**src/rtl/scs_pkg.sv**
```systemverilog
// Package: widths, codes and pipeline control type for the contrast stretch
`timescale 1ns / 1ps
`default_nettype none
package scs_pkg;

   localparam int PIX_W          = 8;
   localparam int BOUND_W        = 9;
   localparam int HIT_W          = 3;
   localparam int SEG_MAX        = 4;
   localparam int CSR_INDEX_W    = 3;
   localparam int CSR_DATA_W     = 9;
   localparam int BITS_PER_STAGE = 3;

   localparam logic [HIT_W-1:0] NO_HIT = 3'd4;

   typedef struct packed {
      logic load;
      logic valid;
   } stage_ctl_type;

endpackage
`default_nettype wire

```
**src/rtl/scs_channels.sv**
```systemverilog
// Stream interfaces for the pixel request and result channels
`timescale 1ns / 1ps
`default_nettype none
interface scs_req_if;
   logic                         valid;
   logic                         ready;
   logic [scs_pkg::PIX_W-1:0]    gray_in;

   modport source (output valid, output gray_in, input ready);
   modport sink   (input valid, input gray_in, output ready);
endinterface

interface scs_rsp_if;
   logic                         valid;
   logic                         ready;
   logic [scs_pkg::PIX_W-1:0]    gray_out;
   logic [scs_pkg::HIT_W-1:0]    segment_hit;

   modport source (output valid, output gray_out, output segment_hit, input ready);
   modport sink   (input valid, input gray_out, input segment_hit, output ready);
endinterface
`default_nettype wire

```
**src/rtl/sawtooth_contrast_stretch.sv**
```systemverilog
// Each accepted pixel is registered by the match, multiply, divider and rounding stages in order.
// Throughput: one pixel per cycle while the result is not stalled; the pipeline is set by the
// restoring divider, three quotient bits per stage, between the multiplier and the rounding stage.
// Each stage advances on its own, so bubbles close up behind a stalled result.
// Synchronous reset empties the pipeline and clears all segment bounds to zero.
`timescale 1ns / 1ps
`default_nettype none
module sawtooth_contrast_stretch #(
   parameter int NUM_SEGMENTS = 4,
   parameter int OUT_SCALE    = 299
) (
   input  wire logic                                 clock,
   input  wire logic                                 reset,
   scs_req_if.sink                                   req_chan,
   scs_rsp_if.source                                 rsp_chan,
   input  wire logic                                 csr_we,
   input  wire logic [scs_pkg::CSR_INDEX_W-1:0]      csr_index,
   input  wire logic [scs_pkg::CSR_DATA_W-1:0]       csr_wdata
);

   localparam int QUO_W      = (OUT_SCALE > 1) ? $clog2(OUT_SCALE) : 1;
   localparam int SCALE_W    = $clog2(OUT_SCALE + 1);
   localparam int NUM_W      = scs_pkg::PIX_W + SCALE_W;
   localparam int BPS        = scs_pkg::BITS_PER_STAGE;
   localparam int DIV_STAGES = (QUO_W + BPS - 1) / BPS;
   localparam int NST        = DIV_STAGES + 3;
   localparam int SEG_SEL_W  = scs_pkg::CSR_INDEX_W - 1;

   // segment bound registers
   logic [NUM_SEGMENTS-1:0][scs_pkg::BOUND_W-1:0] seg_low_ff;
   logic [NUM_SEGMENTS-1:0][scs_pkg::BOUND_W-1:0] seg_high_ff;

   for (genvar i = 0; i < NUM_SEGMENTS; i++) begin : g_seg
      always_ff @(posedge clock) begin
         if (reset) begin
            seg_low_ff[i]  <= '0;
            seg_high_ff[i] <= '0;
         end else if (csr_we && csr_index[scs_pkg::CSR_INDEX_W-1:1] == SEG_SEL_W'(i)) begin
            if (csr_index[0]) begin
               seg_high_ff[i] <= csr_wdata;
            end else begin
               seg_low_ff[i] <= csr_wdata;
            end
         end
      end
   end

   // pipeline control: a stage loads when empty or when the next one loads
   logic [NST-1:0]             stage_en;
   logic [NST-1:0]             stage_valid;
   scs_pkg::stage_ctl_type     stage_ctl [NST];

   assign stage_en[NST-1] = !stage_valid[NST-1] || rsp_chan.ready;
   for (genvar k = 0; k < NST - 1; k++) begin : g_en
      assign stage_en[k] = !stage_valid[k] || stage_en[k+1];
   end

   for (genvar k = 0; k < NST; k++) begin : g_ctl
      assign stage_ctl[k].load = stage_en[k];
      if (k == 0) begin : g_first
         assign stage_ctl[k].valid = req_chan.valid;
      end else begin : g_rest
         assign stage_ctl[k].valid = stage_valid[k-1];
      end
   end

   assign req_chan.ready = stage_en[0];

   // segment search
   logic [scs_pkg::HIT_W-1:0]      m_hit;
   logic [scs_pkg::PIX_W-1:0]      m_diff;
   logic [scs_pkg::BOUND_W-1:0]    m_span;

   scs_match #(
      .NUM_SEGMENTS (NUM_SEGMENTS)
   ) u_match (
      .clock     (clock),
      .reset     (reset),
      .ctl       (stage_ctl[0]),
      .gray_in   (req_chan.gray_in),
      .seg_low   (seg_low_ff),
      .seg_high  (seg_high_ff),
      .valid_out (stage_valid[0]),
      .hit_out   (m_hit),
      .diff_out  (m_diff),
      .span_out  (m_span)
   );

   // scale the offset
   logic                           mul_valid_ff;
   logic [NUM_W-1:0]               num_ff, num_in;
   logic [scs_pkg::BOUND_W-1:0]    mul_span_ff;
   logic [scs_pkg::HIT_W-1:0]      mul_hit_ff;

   assign num_in = NUM_W'(m_diff) * NUM_W'(OUT_SCALE);

   always_ff @(posedge clock) begin
      if (reset) begin
         mul_valid_ff <= 1'b0;
      end else if (stage_ctl[1].load) begin
         mul_valid_ff <= stage_ctl[1].valid;
      end
   end

   always_ff @(posedge clock) begin
      if (stage_ctl[1].load) begin
         num_ff      <= num_in;
         mul_span_ff <= m_span;
         mul_hit_ff  <= m_hit;
      end
   end

   assign stage_valid[1] = mul_valid_ff;

   // divider chain
   logic [DIV_STAGES:0][NUM_W-1:0]              div_rem;
   logic [DIV_STAGES:0][QUO_W-1:0]              div_quo;
   logic [DIV_STAGES:0][scs_pkg::BOUND_W-1:0]   div_span;
   logic [DIV_STAGES:0][scs_pkg::HIT_W-1:0]     div_hit;

   assign div_rem[0]  = num_ff;
   assign div_quo[0]  = '0;
   assign div_span[0] = mul_span_ff;
   assign div_hit[0]  = mul_hit_ff;

   for (genvar s = 0; s < DIV_STAGES; s++) begin : g_div
      localparam int TOP = QUO_W - 1 - BPS * s;
      localparam int NB  = (TOP + 1 < BPS) ? TOP + 1 : BPS;

      scs_div_stage #(
         .NUM_W   (NUM_W),
         .QUO_W   (QUO_W),
         .TOP_BIT (TOP),
         .STEPS   (NB)
      ) u_div (
         .clock     (clock),
         .reset     (reset),
         .ctl       (stage_ctl[2+s]),
         .prev_rem  (div_rem[s]),
         .prev_quo  (div_quo[s]),
         .prev_span (div_span[s]),
         .prev_hit  (div_hit[s]),
         .valid_out (stage_valid[2+s]),
         .rem       (div_rem[s+1]),
         .quo       (div_quo[s+1]),
         .span      (div_span[s+1]),
         .hit       (div_hit[s+1])
      );
   end

   // rounding and output register
   scs_round #(
      .QUO_W (QUO_W)
   ) u_round (
      .clock       (clock),
      .reset       (reset),
      .ctl         (stage_ctl[NST-1]),
      .prev_quo    (div_quo[DIV_STAGES]),
      .prev_rem    (div_rem[DIV_STAGES][scs_pkg::BOUND_W-1:0]),
      .prev_span   (div_span[DIV_STAGES]),
      .prev_hit    (div_hit[DIV_STAGES]),
      .valid_out   (stage_valid[NST-1]),
      .gray_out    (rsp_chan.gray_out),
      .segment_hit (rsp_chan.segment_hit)
   );

   assign rsp_chan.valid = stage_valid[NST-1];

endmodule
`default_nettype wire

```
**src/rtl/scs_match.sv**
```systemverilog
// Segment search stage: first matching segment, offset and span
`timescale 1ns / 1ps
`default_nettype none
module scs_match #(
   parameter int NUM_SEGMENTS = 4
) (
   input  wire logic                                              clock,
   input  wire logic                                              reset,
   input  wire scs_pkg::stage_ctl_type                            ctl,
   input  wire logic [scs_pkg::PIX_W-1:0]                         gray_in,
   input  wire logic [NUM_SEGMENTS-1:0][scs_pkg::BOUND_W-1:0]     seg_low,
   input  wire logic [NUM_SEGMENTS-1:0][scs_pkg::BOUND_W-1:0]     seg_high,
   output logic                                                   valid_out,
   output logic [scs_pkg::HIT_W-1:0]                              hit_out,
   output logic [scs_pkg::PIX_W-1:0]                              diff_out,
   output logic [scs_pkg::BOUND_W-1:0]                            span_out
);

   logic                           valid_ff;
   logic [scs_pkg::HIT_W-1:0]      hit_ff, hit_in;
   logic [scs_pkg::PIX_W-1:0]      diff_ff, diff_in;
   logic [scs_pkg::BOUND_W-1:0]    span_ff, span_in;

   // walk downwards so the lowest matching index wins
   always_comb begin
      logic [scs_pkg::BOUND_W-1:0] pix9;
      logic [scs_pkg::BOUND_W-1:0] lo;
      logic [scs_pkg::BOUND_W-1:0] hi;
      pix9    = {1'b0, gray_in};
      hit_in  = scs_pkg::NO_HIT;
      diff_in = '0;
      span_in = '0;
      for (int i = NUM_SEGMENTS - 1; i >= 0; i--) begin
         lo = seg_low[i];
         hi = seg_high[i];
         if (lo < hi && pix9 >= lo && pix9 < hi) begin
            hit_in  = scs_pkg::HIT_W'(i);
            diff_in = scs_pkg::PIX_W'(pix9 - lo);
            span_in = hi - lo;
         end
      end
   end

   always_ff @(posedge clock) begin
      if (reset) begin
         valid_ff <= 1'b0;
      end else if (ctl.load) begin
         valid_ff <= ctl.valid;
      end
   end

   always_ff @(posedge clock) begin
      if (ctl.load) begin
         hit_ff  <= hit_in;
         diff_ff <= diff_in;
         span_ff <= span_in;
      end
   end

   assign valid_out = valid_ff;
   assign hit_out   = hit_ff;
   assign diff_out  = diff_ff;
   assign span_out  = span_ff;

endmodule
`default_nettype wire

```
**src/rtl/scs_div_stage.sv**
```systemverilog
// Divider stage: STEPS restoring quotient bits per register stage
`timescale 1ns / 1ps
`default_nettype none
module scs_div_stage #(
   parameter int NUM_W   = 17,
   parameter int QUO_W   = 9,
   parameter int TOP_BIT = 8,
   parameter int STEPS   = 3
) (
   input  wire logic                            clock,
   input  wire logic                            reset,
   input  wire scs_pkg::stage_ctl_type          ctl,
   input  wire logic [NUM_W-1:0]                prev_rem,
   input  wire logic [QUO_W-1:0]                prev_quo,
   input  wire logic [scs_pkg::BOUND_W-1:0]     prev_span,
   input  wire logic [scs_pkg::HIT_W-1:0]       prev_hit,
   output logic                                 valid_out,
   output logic [NUM_W-1:0]                     rem,
   output logic [QUO_W-1:0]                     quo,
   output logic [scs_pkg::BOUND_W-1:0]          span,
   output logic [scs_pkg::HIT_W-1:0]            hit
);

   localparam int CMP_W = NUM_W + QUO_W;

   logic                            valid_ff;
   logic [NUM_W-1:0]                rem_ff, rem_in;
   logic [QUO_W-1:0]                quo_ff, quo_in;
   logic [scs_pkg::BOUND_W-1:0]     span_ff;
   logic [scs_pkg::HIT_W-1:0]       hit_ff;

   // subtract the shifted divisor wherever it fits, one bit at a time
   always_comb begin
      logic [CMP_W-1:0] r;
      logic [CMP_W-1:0] sub;
      r      = CMP_W'(prev_rem);
      quo_in = prev_quo;
      for (int j = 0; j < STEPS; j++) begin
         sub = CMP_W'(prev_span) << (TOP_BIT - j);
         if (r >= sub) begin
            r      = r - sub;
            quo_in = quo_in | (QUO_W'(1) << (TOP_BIT - j));
         end
      end
      rem_in = NUM_W'(r);
   end

   always_ff @(posedge clock) begin
      if (reset) begin
         valid_ff <= 1'b0;
      end else if (ctl.load) begin
         valid_ff <= ctl.valid;
      end
   end

   always_ff @(posedge clock) begin
      if (ctl.load) begin
         rem_ff  <= rem_in;
         quo_ff  <= quo_in;
         span_ff <= prev_span;
         hit_ff  <= prev_hit;
      end
   end

   assign valid_out = valid_ff;
   assign rem       = rem_ff;
   assign quo       = quo_ff;
   assign span      = span_ff;
   assign hit       = hit_ff;

endmodule
`default_nettype wire

```
**src/rtl/scs_round.sv**
```systemverilog
// Output stage: round half to even, saturate, blank unmatched pixels
`timescale 1ns / 1ps
`default_nettype none
module scs_round #(
   parameter int QUO_W = 9
) (
   input  wire logic                            clock,
   input  wire logic                            reset,
   input  wire scs_pkg::stage_ctl_type          ctl,
   input  wire logic [QUO_W-1:0]                prev_quo,
   input  wire logic [scs_pkg::BOUND_W-1:0]     prev_rem,
   input  wire logic [scs_pkg::BOUND_W-1:0]     prev_span,
   input  wire logic [scs_pkg::HIT_W-1:0]       prev_hit,
   output logic                                 valid_out,
   output logic [scs_pkg::PIX_W-1:0]            gray_out,
   output logic [scs_pkg::HIT_W-1:0]            segment_hit
);

   logic                          valid_ff;
   logic [scs_pkg::PIX_W-1:0]     gray_ff, gray_in;
   logic [scs_pkg::HIT_W-1:0]     hit_ff;

   always_comb begin
      logic [scs_pkg::BOUND_W:0] rem2;
      logic [scs_pkg::BOUND_W:0] span2;
      logic                      up;
      logic [QUO_W:0]            q;
      rem2  = {prev_rem, 1'b0};
      span2 = {1'b0, prev_span};
      up    = (rem2 > span2) || (rem2 == span2 && prev_quo[0]);
      q     = {1'b0, prev_quo} + (QUO_W + 1)'(up);
      if (prev_hit == scs_pkg::NO_HIT) begin
         gray_in = '0;
      end else if (32'(q) > 32'd255) begin
         gray_in = '1;
      end else begin
         gray_in = scs_pkg::PIX_W'(q);
      end
   end

   always_ff @(posedge clock) begin
      if (reset) begin
         valid_ff <= 1'b0;
      end else if (ctl.load) begin
         valid_ff <= ctl.valid;
      end
   end

   always_ff @(posedge clock) begin
      if (ctl.load) begin
         gray_ff <= gray_in;
         hit_ff  <= prev_hit;
      end
   end

   assign valid_out   = valid_ff;
   assign gray_out    = gray_ff;
   assign segment_hit = hit_ff;

endmodule
`default_nettype wire

```
**src/flat_wrapper.sv**
```systemverilog
// flat-port wrapper written by rule: the top's interface ports become plain ports
module sawtooth_contrast_stretch_flat 
#(
   parameter int NUM_SEGMENTS = 4,
   parameter int OUT_SCALE    = 299
)
  (clock, reset, csr_we, csr_index, csr_wdata, req_chan_valid, req_chan_gray_in, req_chan_ready, rsp_chan_valid, rsp_chan_gray_out, rsp_chan_segment_hit, rsp_chan_ready);
  scs_req_if req_chan_i ();
  scs_rsp_if rsp_chan_i ();
  input  wire logic clock;
  input  wire logic reset;
  input  wire logic csr_we;
  input  wire logic [scs_pkg::CSR_INDEX_W-1:0] csr_index;
  input  wire logic [scs_pkg::CSR_DATA_W-1:0] csr_wdata;
  input wire logic [$bits(req_chan_i.valid)-1:0] req_chan_valid;
  input wire logic [$bits(req_chan_i.gray_in)-1:0] req_chan_gray_in;
  output wire logic [$bits(req_chan_i.ready)-1:0] req_chan_ready;
  output wire logic [$bits(rsp_chan_i.valid)-1:0] rsp_chan_valid;
  output wire logic [$bits(rsp_chan_i.gray_out)-1:0] rsp_chan_gray_out;
  output wire logic [$bits(rsp_chan_i.segment_hit)-1:0] rsp_chan_segment_hit;
  input wire logic [$bits(rsp_chan_i.ready)-1:0] rsp_chan_ready;
  assign req_chan_i.valid = req_chan_valid;
  assign req_chan_i.gray_in = req_chan_gray_in;
  assign req_chan_ready = req_chan_i.ready;
  assign rsp_chan_valid = rsp_chan_i.valid;
  assign rsp_chan_gray_out = rsp_chan_i.gray_out;
  assign rsp_chan_segment_hit = rsp_chan_i.segment_hit;
  assign rsp_chan_i.ready = rsp_chan_ready;
  sawtooth_contrast_stretch #(.NUM_SEGMENTS(NUM_SEGMENTS), .OUT_SCALE(OUT_SCALE)) u_core (.clock(clock), .reset(reset), .req_chan(req_chan_i), .rsp_chan(rsp_chan_i), .csr_we(csr_we), .csr_index(csr_index), .csr_wdata(csr_wdata));
endmodule
```
**config.mk**
```make
export PLATFORM = sky130hd
export DESIGN_NAME = sawtooth_contrast_stretch_flat
export DESIGN_NICKNAME = d
export VERILOG_FILES = /design/src/rtl/scs_pkg.sv /design/src/rtl/scs_channels.sv /design/src/rtl/sawtooth_contrast_stretch.sv /design/src/rtl/scs_match.sv /design/src/rtl/scs_div_stage.sv /design/src/rtl/scs_round.sv /design/src/flat_wrapper.sv
export SDC_FILE = /design/constraint.sdc
export NUM_CORES = 1
export LEC_CHECK = 0
export BUFFER_PORTS_ARGS = -buffer_cell sky130_fd_sc_hd__buf_2
export CAP_MARGIN = 10
export CORE_MARGIN = 2
export CORE_UTILIZATION = 65
export DETAILED_ROUTE_END_ITERATION = 10
export PLACE_DENSITY = 0.8
export SLEW_MARGIN = 20
export SYNTH_ARGS = -nofsm -noshare
export SYNTH_HDL_FRONTEND = slang
export SYNTH_SLANG_ARGS = --single-unit
```
**constraint.sdc**
```tcl
create_clock -name clock -period 12.08 [get_ports clock]
set_clock_uncertainty 0.1 [all_clocks]
set_input_delay 0.604 -clock clock [delete_from_list [all_inputs] [get_ports clock]]
set_output_delay 0.604 -clock clock [all_outputs]
set_load 0.02 [all_outputs]
```
==> results.yml <==
run_status:
  status: "complete, no violations"
global_route:
  antenna_found_initial: 0
  grtUsageTotal_pct: 31.0
  grt_pass1_vias: 14346
  grt_pass1_wl_mm: 72.4
  overflow: 0
  grt_max_degree: 79
setup_path:
  cp.required_ns: 12.25
  crit_slowest_cell: "or4_1"
  cp_max_fo: 19
  cp.arrival_ns: 8.49
  endpoint_kind: "flop"
  crit_path_frequent_cell: "ha_1"
  cp-start-kind: "flop"
  crit_type: "flop to flop"
  slowest_delay_ns: 0.89
clock_network:
  htree_levels: 1
  post-cts-setup-buffer-count: 0
  cts-buffers-inserted: 26
  clk_latency_ns: 0.53
  clk_pin_slew_ns: 0.06
  cts_tree: "done"
  clockBufferDepth: 3
  cts-root-buf: "clkbuf_16"
  postCtsHoldBufs: 0
  cts_sinks: 235
  cts_resized: 0
finish:
  multi_input_area_um2: 11000
  post-route-util_pct: 71.2
  area_delta_synth_final_pct: 7.87
  regArea_um2: 6280
  drive_above_1_share_pct: 6.73
  fillers: 2157
  diodes: 0
  fin_nets: 2316
placed_design:
  gp_congestion: 0.967
  dp_hpwl_mm: 34.7
  port_buffers: 37
route:
  topRoutingLayerUsed: "met4"
  firstDrtPassIters: 6
  viasPerCell: 6.16
  met1_length_mm: 19.0
  dr_wl_met2_mm: 21.4
  drc: 0
  drtIter0Drc: 1414
  wl_per_cell_um: 18.7
  antenna_left: 0
  totalWireLength_mm: 45.3
  wl_met3_mm: 2.86
  vias: 14956
logic_synthesis:
  yosys_warnings: 0
  avgSynthCellArea_um2: 9.12
  ys_seq_elements: 235
  synth_cell_type_count: 82
  synthCells: 2004
  synth.net_count: 2291
  synth_area_um2: 18300
  async_reset_ff_share_pct: 0
  synth_edf_count: 157
  ys.flop_type: "edfxtp_1"
  yosysSeqAreaShare_pct: 34.3
flow_run:
  maxCapViolations: 0
timing:
  setup_tns_ns: 0
  rsz0062_at_grt: "false"
  slew_headroom_pct: 26.9
  worst_pin_slew_ns: 1.09
  fmax_mhz: 120
  period_share_pct: 68.8
  drv_slew: 0
  min_period_ns: 8.32
  setup_viol_count_final: 0
  hold_slack_ns: 0.203
  finalHoldViolations: 0
floorplan:
  die_height_um: 172
  die-area_um2: 29500
  pin_count: 38
  start_util_pct: 66.0
  fp-row-count: 61
  die_w_um: 172
  core_um2: 27700
min_path:
  holdCritPathClass: "input pin to flop"
[metal layers]
layer / global-route usage (%) / vias to the layer above
met5: 0 / -
met3: 3.80 / 127
met1: 40.0 / 7057
met2: 53.0 / 517
met4: 12.4 / 0
li1: - / 7255
[cell type report]
type | instances | area share [%]
Multi-Input combinational cell | 1510 | 55.9
Sequential cell | 235 | 31.8
Clock buffer | 39 | 4.35
Timing Repair Buffer | 46 | 1.28
Inverter | 210 | 4.00
Tap cell | 378 | 2.40
Clock inverter | 9 | 0.279
[final timing paths]
check / start / end / slack [ns] / depth (start not counted)
hold / removal: req_chan_valid / u_core.u_match.valid_out / 0.20 / 3
setup / recovery: u_core.g_div[0].u_div.span[1] / u_core.g_div[1].u_div.rem[7] / 3.76 / 26
hold reg to reg: u_core.g_div[1].u_div.quo[7] / u_core.g_div[2].u_div.quo[7] / 0.32 / 0
setup reg to reg: u_core.g_div[0].u_div.span[1] / u_core.g_div[1].u_div.rem[7] / 3.76 / 26
[state kept, by name (all words and copies together) (netlist names), 8 cells and up]
signal	flops
u_core.g_div.u_div.rem	43
u_core.seg_low_ff	36
u_core.u_match.span_out	9
u_core.u_match.diff_out	8
u_core.g_div.u_div.quo	18
u_core.seg_high_ff	36
u_core.u_round.gray_out	8
u_core.g_div.u_div.span	27
u_core.g_div.u_div.hit	9
u_core.mul_span_ff	9
u_core.num_ff	17
[cells in the final DEF, fill, tap and decap left out, drive strengths merged, types with 8 or more instances in the layout]
cell and count:
o211ai 10, a21oi 204, nand2b 32, ha 233, inv 211, o21ai 77
nor3 35, mux2 37, nor2 133, nor2b 33, xor2 45, a21o 58
a311oi 14, nor4 11, nand3 38, o21a 21, buf 46, a21boi 11
fa 29, dfxtp 78, edfxtp 157, or3 8, o31ai 11, xnor2 64
mux2i 9, a31oi 14, clkbuf 39, a221oi 16, nand2 212, and3 9
nand4 28, a211oi 13, o21bai 16
[synthesized netlist by cell type, drive strengths merged (10+ instances only)]
library cell    n  area, um2
nand4          28        175
a21boi         11       82.6
a21oi         204       1020
clkbuf         34        128
o211ai         10       75.1
o21ai          77        385
o21bai         16        120
a31oi          14       93.8
dfxtp          78       1560
edfxtp        157       4710
a221oi         16        140
a311oi         14        123
xnor2          64        561
a21o           58        435
o31ai          11       82.6
fa             29        581
nor2          133        499
nand2b         32        200
nand2         212        798
nand3          38        203
a211oi         13        108
o21a           21        158
inv           210        788
nor3           35        186
nor4           11       68.8
buf            15       85.1
xor2           45        394
mux2           37        428
nor2b          33        206
ha            233       2920
[logic make-up after synthesis]
| kind of cell | count (synthesis) | share of synthesized area (%) |
|---|---|---|
| simple gates | 580 | 15.2 |
| compound gates | 513 | 17.8 |
| fa+ha+maj | 262 | 19.1 |
| buf+inv | 259 | 5.47 |
| flops | 235 | 34.3 |
| xor+xnor | 109 | 5.22 |
| mux | 46 | 2.90 |
[stage by stage]
| step | instance area, um2 | std cells | setup WS, ns |
|---|---|---|---|
| after floorplan | 18300 | 2004 | 4.85 |
| after global placement | 18800 | 2379 | 4.12 |
| after detailed placement | 18800 | 2379 | 3.92 |
| after CTS | 19700 | 2427 | 3.87 |
| after global routing | 19700 | 2427 | 2.97 |
| final | 19700 | 2427 | 3.76 |
[worst max-delay path, delay by kind of cell (launching register included)]
kind	cells	cell delay, ns
compound gates	12	3.00
simple gates	7	2.24
fa+ha+maj	3	1.04
mux	2	0.74
buf+inv	2	0.48
flops	1	0.45
Power is left out: the tool's default activity adds up to more than one toggle a clock period on the data nets, which glitch-free logic cannot reach.
